$ cat config.mk
export PLATFORM = sky130hd
export DESIGN_NAME = multi_channel_slew_limiter_flat
export DESIGN_NICKNAME = d
export VERILOG_FILES = /design/src/rtl/mcsl_pkg.sv /design/src/rtl/mcsl_in_if.sv /design/src/rtl/mcsl_out_if.sv /design/src/rtl/multi_channel_slew_limiter.sv /design/src/flat_wrapper.sv
export SDC_FILE = /design/constraint.sdc
export NUM_CORES = 1
export LEC_CHECK = 0
export ABC_AREA = 1
export BUFFER_PORTS_ARGS = -buffer_cell sky130_fd_sc_hd__buf_2
export CAP_MARGIN = 40
export CORE_MARGIN = 4
export CORE_UTILIZATION = 40
export CTS_CLUSTER_SIZE = 30
export DETAILED_ROUTE_END_ITERATION = 6
export SETUP_SLACK_MARGIN = 0.1
export SLEW_MARGIN = 25
export SYNTH_ARGS = -nofsm -noshare
export SYNTH_HDL_FRONTEND = slang
export SYNTH_SLANG_ARGS = --single-unit
export TNS_END_PERCENT = 10
$ cat constraint.sdc
create_clock -name clk -period 4.4 [get_ports clk]
set_input_delay 1.1 -clock clk [delete_from_list [all_inputs] [get_ports clk]]
set_output_delay 1.1 -clock clk [all_outputs]
set_load 0.01 [all_outputs]
$ cat src/rtl/mcsl_pkg.sv
`timescale 1ns / 1ps

package mcsl_pkg;

  localparam int NUM_CHANNELS = 10;
  localparam int IDX_W        = (NUM_CHANNELS > 1) ? $clog2(NUM_CHANNELS) : 1;
  localparam int CNT_W        = $clog2(NUM_CHANNELS + 1);

  localparam int ACTION_W  = 2;
  localparam int CHANNEL_W = 4;
  localparam int POWER_W   = 8;
  localparam int STEP_W    = 9;
  localparam int CALC_W    = 11;

  typedef logic [ACTION_W-1:0] action_t;

  localparam action_t ACT_TICK      = 2'd0;
  localparam action_t ACT_SET_POWER = 2'd1;
  localparam action_t ACT_SET_STEP  = 2'd2;

  localparam logic [STEP_W-1:0]         STEP_RESET = 9'd10;
  localparam logic signed [POWER_W-1:0] POWER_MIN  = -8'sd127;
  localparam logic signed [POWER_W-1:0] POWER_LOW  = -8'sd128;

  typedef enum logic {
    ST_IDLE,
    ST_RUN
  } state_t;

  typedef struct packed {
    logic signed [POWER_W-1:0] target;
    logic [STEP_W-1:0]         step;
  } chan_param_t;

endpackage

$ cat src/rtl/mcsl_in_if.sv
`timescale 1ns / 1ps

interface mcsl_in_if;
  logic                                  valid;
  logic                                  ready;
  logic [mcsl_pkg::ACTION_W-1:0]         action;
  logic [mcsl_pkg::CHANNEL_W-1:0]        channel;
  logic signed [mcsl_pkg::POWER_W-1:0]   requested_power;
  logic [mcsl_pkg::STEP_W-1:0]           slew_step;

  modport source (output valid, action, channel, requested_power, slew_step, input ready);
  modport sink   (input valid, action, channel, requested_power, slew_step, output ready);
endinterface

$ cat src/rtl/mcsl_out_if.sv
`timescale 1ns / 1ps

interface mcsl_out_if;
  logic                                  valid;
  logic                                  ready;
  logic [mcsl_pkg::CHANNEL_W-1:0]        out_channel;
  logic signed [mcsl_pkg::POWER_W-1:0]   power;
  logic                                  last;

  modport source (output valid, out_channel, power, last, input ready);
  modport sink   (input valid, out_channel, power, last, output ready);
endinterface

$ cat src/rtl/multi_channel_slew_limiter.sv
`timescale 1ns / 1ps

// Multi-channel slew limiter.
// in_bus carries commands: set a channel's target power, set its slew step, or
// tick. Set beats produce no output. A tick walks channels 0 .. NUM_CHANNELS-1,
// moves each present power toward its target by at most its step (in the
// accelerate-only mode, straight to a target of zero or of the same sign and
// no larger magnitude), and sends one out_bus beat per channel; the final beat
// has last set. cfg_wr_en/cfg_wr_data write the accelerate-only mode bit; the
// user must write it while idle only, as the block does not enforce this.
// Each channel is read into the read registers, then moved to the output
// register; one result per cycle when out_bus never stalls, a rate set by the
// single read port of the channel tables. in_bus is ready whenever no tick is
// in progress, also while the final result still waits in the output register.
// When out_bus stalls, the walk holds: the read data for the next channel stays
// registered until the output register frees up.
// Reset clears the mode bit, all targets and present powers to zero and all
// steps to ten (per-entry valid bits, no clearing pass).

module multi_channel_slew_limiter (
  input  logic              clk,
  input  logic              rst_n,
  mcsl_in_if.sink           in_bus,
  mcsl_out_if.source        out_bus,
  input  logic              cfg_wr_en,
  input  logic              cfg_wr_data
);

  localparam int N = mcsl_pkg::NUM_CHANNELS;

  mcsl_pkg::state_t state_r, state_nxt;

  mcsl_pkg::chan_param_t                 prm_mem [N];
  logic signed [mcsl_pkg::POWER_W-1:0]   prs_mem [N];
  logic [N-1:0]                          tgt_vld_r;
  logic [N-1:0]                          stp_vld_r;
  logic [N-1:0]                          prs_vld_r;

  logic                                  acc_only_r;
  logic [mcsl_pkg::CNT_W-1:0]            rd_cnt_r;
  logic                                  s1_vld_r;
  logic [mcsl_pkg::IDX_W-1:0]            s1_idx_r;
  mcsl_pkg::chan_param_t                 prm_rd_r;
  logic signed [mcsl_pkg::POWER_W-1:0]   prs_rd_r;

  logic                                  out_vld_r;
  logic [mcsl_pkg::CHANNEL_W-1:0]        out_ch_r;
  logic signed [mcsl_pkg::POWER_W-1:0]   out_pwr_r;
  logic                                  out_last_r;

  logic                                  in_acc;
  logic                                  tick_acc;
  logic                                  set_ok;
  logic [mcsl_pkg::IDX_W-1:0]            set_idx;
  logic [mcsl_pkg::IDX_W-1:0]            rd_idx;
  logic signed [mcsl_pkg::POWER_W-1:0]   tgt_wr;
  logic                                  out_free;
  logic                                  adv;
  logic                                  rd_en;
  logic                                  in_rdy;
  logic                                  last_ch;

  logic signed [mcsl_pkg::CALC_W-1:0]    now_x;
  logic signed [mcsl_pkg::CALC_W-1:0]    goal_x;
  logic signed [mcsl_pkg::CALC_W-1:0]    step_x;
  logic signed [mcsl_pkg::CALC_W-1:0]    up_x;
  logic signed [mcsl_pkg::CALC_W-1:0]    dn_x;
  logic signed [mcsl_pkg::CALC_W-1:0]    mag_now;
  logic signed [mcsl_pkg::CALC_W-1:0]    mag_goal;
  logic signed [mcsl_pkg::CALC_W-1:0]    nxt_x;
  logic                                  same_sign;
  logic signed [mcsl_pkg::POWER_W-1:0]   pwr_nxt;

  assign in_acc   = in_bus.valid && in_rdy;
  assign tick_acc = in_acc && (in_bus.action == mcsl_pkg::ACT_TICK);
  assign set_ok   = int'(in_bus.channel) < N;
  assign set_idx  = mcsl_pkg::IDX_W'(in_bus.channel);
  assign rd_idx   = rd_cnt_r[mcsl_pkg::IDX_W-1:0];
  assign tgt_wr   = (in_bus.requested_power == mcsl_pkg::POWER_LOW) ?
                    mcsl_pkg::POWER_MIN : in_bus.requested_power;
  assign out_free = !out_vld_r || out_bus.ready;
  assign adv      = s1_vld_r && out_free;
  assign last_ch  = s1_idx_r == mcsl_pkg::IDX_W'(N - 1);

  // next state
  always_comb begin
    state_nxt = state_r;
    unique case (state_r)
      mcsl_pkg::ST_IDLE: if (tick_acc) state_nxt = mcsl_pkg::ST_RUN;
      mcsl_pkg::ST_RUN:  if (adv && last_ch) state_nxt = mcsl_pkg::ST_IDLE;
      default:           state_nxt = mcsl_pkg::ST_IDLE;
    endcase
  end

  // state outputs
  always_comb begin
    in_rdy = 1'b0;
    rd_en  = 1'b0;
    unique case (state_r)
      mcsl_pkg::ST_IDLE: in_rdy = 1'b1;
      mcsl_pkg::ST_RUN:  rd_en  = (int'(rd_cnt_r) < N) && (!s1_vld_r || adv);
      default:           in_rdy = 1'b0;
    endcase
  end

  always_ff @(posedge clk) begin
    if (!rst_n) state_r <= mcsl_pkg::ST_IDLE;
    else        state_r <= state_nxt;
  end

  // advance one channel
  always_comb begin
    now_x     = mcsl_pkg::CALC_W'(prs_rd_r);
    goal_x    = mcsl_pkg::CALC_W'(prm_rd_r.target);
    step_x    = $signed({2'b00, prm_rd_r.step});
    up_x      = now_x + step_x;
    dn_x      = now_x - step_x;
    mag_now   = (now_x < 0) ? -now_x : now_x;
    mag_goal  = (goal_x < 0) ? -goal_x : goal_x;
    same_sign = (goal_x > 0 && now_x > 0) || (goal_x < 0 && now_x < 0);
    priority if (acc_only_r && (goal_x == 0 || (same_sign && mag_goal <= mag_now))) begin
      nxt_x = goal_x;
    end else if (goal_x > now_x) begin
      nxt_x = (up_x > goal_x) ? goal_x : up_x;
    end else if (goal_x < now_x) begin
      nxt_x = (dn_x < goal_x) ? goal_x : dn_x;
    end else begin
      nxt_x = now_x;
    end
    pwr_nxt = nxt_x[mcsl_pkg::POWER_W-1:0];
  end

  // control registers
  always_ff @(posedge clk) begin
    if (!rst_n) begin
      acc_only_r <= 1'b0;
      rd_cnt_r   <= '0;
      s1_vld_r   <= 1'b0;
      out_vld_r  <= 1'b0;
      tgt_vld_r  <= '0;
      stp_vld_r  <= '0;
      prs_vld_r  <= '0;
    end else begin
      if (cfg_wr_en) acc_only_r <= cfg_wr_data;
      if (tick_acc) rd_cnt_r <= '0;
      else if (rd_en) rd_cnt_r <= rd_cnt_r + 1'b1;
      if (rd_en) s1_vld_r <= 1'b1;
      else if (adv) s1_vld_r <= 1'b0;
      if (adv) out_vld_r <= 1'b1;
      else if (out_bus.ready) out_vld_r <= 1'b0;
      if (in_acc && set_ok && in_bus.action == mcsl_pkg::ACT_SET_POWER)
        tgt_vld_r[set_idx] <= 1'b1;
      if (in_acc && set_ok && in_bus.action == mcsl_pkg::ACT_SET_STEP)
        stp_vld_r[set_idx] <= 1'b1;
      if (adv) prs_vld_r[s1_idx_r] <= 1'b1;
    end
  end

  // parameter table: written by set beats, read during the walk
  always_ff @(posedge clk) begin
    if (in_acc && set_ok && in_bus.action == mcsl_pkg::ACT_SET_POWER)
      prm_mem[set_idx].target <= tgt_wr;
    if (in_acc && set_ok && in_bus.action == mcsl_pkg::ACT_SET_STEP)
      prm_mem[set_idx].step <= in_bus.slew_step;
    if (rd_en) begin
      prm_rd_r.target <= tgt_vld_r[rd_idx] ? prm_mem[rd_idx].target : '0;
      prm_rd_r.step   <= stp_vld_r[rd_idx] ? prm_mem[rd_idx].step : mcsl_pkg::STEP_RESET;
    end
  end

  // present power table: the write goes to the channel before the one being read
  always_ff @(posedge clk) begin
    if (adv) prs_mem[s1_idx_r] <= pwr_nxt;
    if (rd_en) begin
      prs_rd_r <= prs_vld_r[rd_idx] ? prs_mem[rd_idx] : '0;
      s1_idx_r <= rd_idx;
    end
  end

  always_ff @(posedge clk) begin
    if (adv) begin
      out_ch_r   <= mcsl_pkg::CHANNEL_W'(s1_idx_r);
      out_pwr_r  <= pwr_nxt;
      out_last_r <= last_ch;
    end
  end

  assign in_bus.ready        = in_rdy;
  assign out_bus.valid       = out_vld_r;
  assign out_bus.out_channel = out_ch_r;
  assign out_bus.power       = out_pwr_r;
  assign out_bus.last        = out_last_r;

endmodule

$ cat src/flat_wrapper.sv
// flat-port wrapper written by rule: the top's interface ports become plain ports
module multi_channel_slew_limiter_flat 
  (clk, rst_n, cfg_wr_en, cfg_wr_data, in_bus_valid, in_bus_action, in_bus_channel, in_bus_requested_power, in_bus_slew_step, in_bus_ready, out_bus_valid, out_bus_out_channel, out_bus_power, out_bus_last, out_bus_ready);
  mcsl_in_if in_bus_i ();
  mcsl_out_if out_bus_i ();
  input  logic clk;
  input  logic rst_n;
  input  logic cfg_wr_en;
  input  logic cfg_wr_data;
  input wire logic [$bits(in_bus_i.valid)-1:0] in_bus_valid;
  input wire logic [$bits(in_bus_i.action)-1:0] in_bus_action;
  input wire logic [$bits(in_bus_i.channel)-1:0] in_bus_channel;
  input wire logic [$bits(in_bus_i.requested_power)-1:0] in_bus_requested_power;
  input wire logic [$bits(in_bus_i.slew_step)-1:0] in_bus_slew_step;
  output wire logic [$bits(in_bus_i.ready)-1:0] in_bus_ready;
  output wire logic [$bits(out_bus_i.valid)-1:0] out_bus_valid;
  output wire logic [$bits(out_bus_i.out_channel)-1:0] out_bus_out_channel;
  output wire logic [$bits(out_bus_i.power)-1:0] out_bus_power;
  output wire logic [$bits(out_bus_i.last)-1:0] out_bus_last;
  input wire logic [$bits(out_bus_i.ready)-1:0] out_bus_ready;
  assign in_bus_i.valid = in_bus_valid;
  assign in_bus_i.action = in_bus_action;
  assign in_bus_i.channel = in_bus_channel;
  assign in_bus_i.requested_power = in_bus_requested_power;
  assign in_bus_i.slew_step = in_bus_slew_step;
  assign in_bus_ready = in_bus_i.ready;
  assign out_bus_valid = out_bus_i.valid;
  assign out_bus_out_channel = out_bus_i.out_channel;
  assign out_bus_power = out_bus_i.power;
  assign out_bus_last = out_bus_i.last;
  assign out_bus_i.ready = out_bus_ready;
  multi_channel_slew_limiter u_core (.clk(clk), .rst_n(rst_n), .in_bus(in_bus_i), .out_bus(out_bus_i), .cfg_wr_en(cfg_wr_en), .cfg_wr_data(cfg_wr_data));
endmodule
==> implementation parameters <==
Parameter                              Value

Run status
  Outcome    finished clean

Timing
  RSZ-0062 raised after global routing    no
  Actual slew at the worst max-slew pin    0.756 ns
  Sum of negative setup slack    0 ns
  Achievable clock frequency    253 MHz
  Worst relative slew slack    49.3%
  Number of setup violations in the final report    0
  Final setup slack of the worst path    0.442 ns
  Share of the clock period used by the worst path after layout    90.0%
  Fin crit period    3.96 ns
  Final hold violation count    0
  Layout Skew    0.0182 ns
  Final slew viol count    0

Worst hold path
  Classification of the worst-slack hold path    flop to flop

Worst setup path
  Crit Path Category    flop to flop
  Type of element launching the critical path    flop
  Required time at the endpoint of the critical path    4.60 ns
  Crit Path Max Fanout    11
  Worst setup EP type    flop
  Data arrival, critical path    4.16 ns

Pwr
  Logic pwr share    8.0%
  Internal power    5.49 mW
  Worst supply voltage drop on vdd    0.326 mV
  Total power consumption of the routed design    7.13 mW
  Net Sw Power    1.64 mW
  Proportion of power drawn by flip-flops and latches    49.4%
  Power density of the placed cells    400 nW/um^2
  Clock power share    42.6%
  Switching share of power    23.0%
  Total leakage power    6.97 nW

Clock tree
  CTS clk-pin slew, worst paths    0.06 ns
  Clk sink count    334
  CTS tree    done
  Hold bufs inserted after CTS    0
  Level count of the clock H-tree    2
  Maximum clock path buffer count    3
  Clock latency of the later-clocked register in the worst-skew pair    0.53 ns
  Clock buffers created by TritonCTS    36
  Master cell of the clock root buffer    sky130_fd_sc_hd__clkbuf_16

GRT
  Antenna violations before repair    1
  Global-route wire length before repair    61600 um
  Maximum number of pins on one net before global-route repair    86
  Aggregate global routing overflow    0
  Overall global routing resource usage    18.8%
  Number of global-route vias before repair    10.9k

Final layout
  Signed area change from the synthesized netlist to the final layout    13.8%
  Filler cell count in the final layout    3597
  Commonest non-fill, non-tap cells in the layout    sky130_fd_sc_hd__edfxtp_1 (292), sky130_fd_sc_hd__nor2_1 (215), sky130_fd_sc_hd__nand2_1 (211), sky130_fd_sc_hd__inv_1 (156), sky130_fd_sc_hd__o21ai_0 (133)
  Most frequent standard cell in the layout excluding fill and tap cells    sky130_fd_sc_hd__edfxtp_1
  Share of layout cells above drive strength 1    10.0%
  Layout net count    1664
  Post-route design area    17800 um^2

Yosys
  Cell area after synthesis    15700 um^2
  Number of enable flip-flop cells after synthesis    292
  Most common flop cell mapped by yosys    sky130_fd_sc_hd__edfxtp_1
  Synth Area per Inst    10.4 um^2
  Post-synthesis async set-or-reset flop share    0%
  Instance count of the mapped netlist    1509
  Count of distinct cell types in the synthesized netlist    47
  Sequential element share of the synthesized area    61.3%
  Number of warnings issued by yosys    0
  Post-synthesis register bit count    334

Placed design
  DP Wirelength    26200 um
  Routability congestion estimate    0.945
  Worst setup timing slack at the placement stage    0.472 ns
  DP Area    16600 um^2
  Number of buffer cells added on primary ports    43

Routing
  Count of routing violations after the opening detailed-route iteration    937
  Detailed-routing iteration count for the pre-antenna-repair pass    6
  Antenna Nets Post-Route    0
  Via density per instance    5.24
  Residual DRC count    0
  Detail-routed net length per standard cell    18.7 um
  DRT Wirelength    39700 um
  Total number of vias    11.1k

Die
  Number of I/O pins    44
  Starting density of the core    40.5%
  DIE WIDTH    206 um
  Area enclosed by the die boundary    42400 um^2
  Chip height    206 um
  Area of the core    38600 um^2
  Row cnt    72

Flow run
  Maxcap violations    0
## synth_stat cells (all sizes together) (4+ instances only)
cell	instances	area share (%)
edfxtp	292	56
o211ai	5	0.27
nor3	10	0.32
dfxtp	42	5.4
clkinv	5	0.13
o21ai	159	5.1
inv	160	3.9
clkbuf	37	0.90
o21a	12	0.58
o221ai	44	2.5
xor2	23	1.3
nand2	218	5.4
a21oi	44	1.4
nand3	96	3.1
nor4	4	0.26
buf	30	1.1
nor2	217	5.3
ha	62	5.0
nand4	27	1.1
## critical path, stage by stage, from the launching register on
cell	delay, ns
sky130_fd_sc_hd__edfxtp_1	0.49
sky130_fd_sc_hd__ha_1	0.54
sky130_fd_sc_hd__a21oi_1	0.14
sky130_fd_sc_hd__o21a_1	0.21
sky130_fd_sc_hd__nand2_1	0.06
sky130_fd_sc_hd__nand2_1	0.06
sky130_fd_sc_hd__nand2_1	0.06
sky130_fd_sc_hd__a21oi_1	0.08
sky130_fd_sc_hd__o21ai_0	0.17
sky130_fd_sc_hd__nand2_1	0.08
sky130_fd_sc_hd__ha_1	0.35
sky130_fd_sc_hd__nand2_1	0.11
sky130_fd_sc_hd__a21oi_1	0.05
sky130_fd_sc_hd__nor2_1	0.16
sky130_fd_sc_hd__nand4_1	0.36
sky130_fd_sc_hd__nand3_1	0.20
sky130_fd_sc_hd__nand3_1	0.08
sky130_fd_sc_hd__nand2_1	0.09
sky130_fd_sc_hd__nand2_1	0.06
sky130_fd_sc_hd__nand2_1	0.05
sky130_fd_sc_hd__nand2_1	0.21
## power by group through the flow
| stage | Sequential (mW) | Combinational (mW) | Clock (mW) |
|---|---|---|---|
| floorplan | 3.58 | 0.384 | 0 |
| global route | 3.52 | 0.646 | 3.23 |
| global placement | 3.59 | 0.550 | 0 |
| finish | 3.52 | 0.570 | 3.03 |
| CTS | 3.52 | 0.562 | 3.08 |
| detailed placement | 3.59 | 0.560 | 0 |
## state kept, by name (all words and copies together) (netlist names), 9 cells and up, named ones only
signal	flops
u_core.prm_rd_r	9
u_core.stp_vld_r	10
u_core.prs_mem	80
u_core.prm_mem	170
u_core.prs_vld_r	10
u_core.tgt_vld_r	10
## metrics by stage
stage	util, %	instances	hold slack, ns
4_1_cts	45.9	2112	0.461
5_1_grt	46.1	2118	0.472
3_3_place_gp	42.7	2043	0.444
2_1_floorplan	-	1513	0.406
6_report	46.1	2118	0.461
3_5_place_dp	42.8	2046	0.449
## worst paths after layout
check                                         start  cells after the start  slack [ns]              endpoint
worst min-delay path            u_core.prs_vld_r[7]                      2        0.46   u_core.prs_vld_r[7]
worst max register to register   u_core.prs_rd_r[3]                     20        0.44  u_core.prs_mem[7][0]
worst max-delay path             u_core.prs_rd_r[3]                     20        0.44  u_core.prs_mem[7][0]
worst min register to register  u_core.prs_vld_r[7]                      2        0.46   u_core.prs_vld_r[7]
## final cells by class
cell class / count / area, um^2 / area share, %
Antenna cell: 1 / 2.50 / 0.0140
Inverter: 165 / 626 / 3.51
Clock inverter: 20 / 190 / 1.07
Clock buffer: 46 / 1010 / 5.68
Sequential cell: 334 / 9610 / 53.9
Timing Repair Buffer: 87 / 586 / 3.29
Tap cell: 518 / 648 / 3.64
Multi-Input combinational cell: 947 / 5140 / 28.9
## layer usage
layer / global-route usage, % / vias to the layer above / routed length (um)
met5: 0 / - / 0
met4: 6.01 / 0 / 1110
met3: 2.67 / 76 / 1860
met2: 31.0 / 284 / 18900
met1: 26.1 / 5362 / 17900
li1: - / 5368 / -
## logic make-up after synthesis
logic type | after synthesis | synth area share, %
and+or+nand+nor | 576 | 15.6
DFF | 334 | 61.3
AOI/OAI and AO/OA | 278 | 10.5
buffers and inverters | 232 | 5.97
adders and majority gates | 64 | 5.21
xor gates and xnor gates | 23 | 1.29
other | 2 | 0.0479
## what timing repair did
item | in CTS | in global routing
setup buffers | 0 | 4
endpoints found under the setup margin | 0 | 47
gates resized for setup | 0 | 1
No activity file was read; power rests on OpenSTA's default activity.
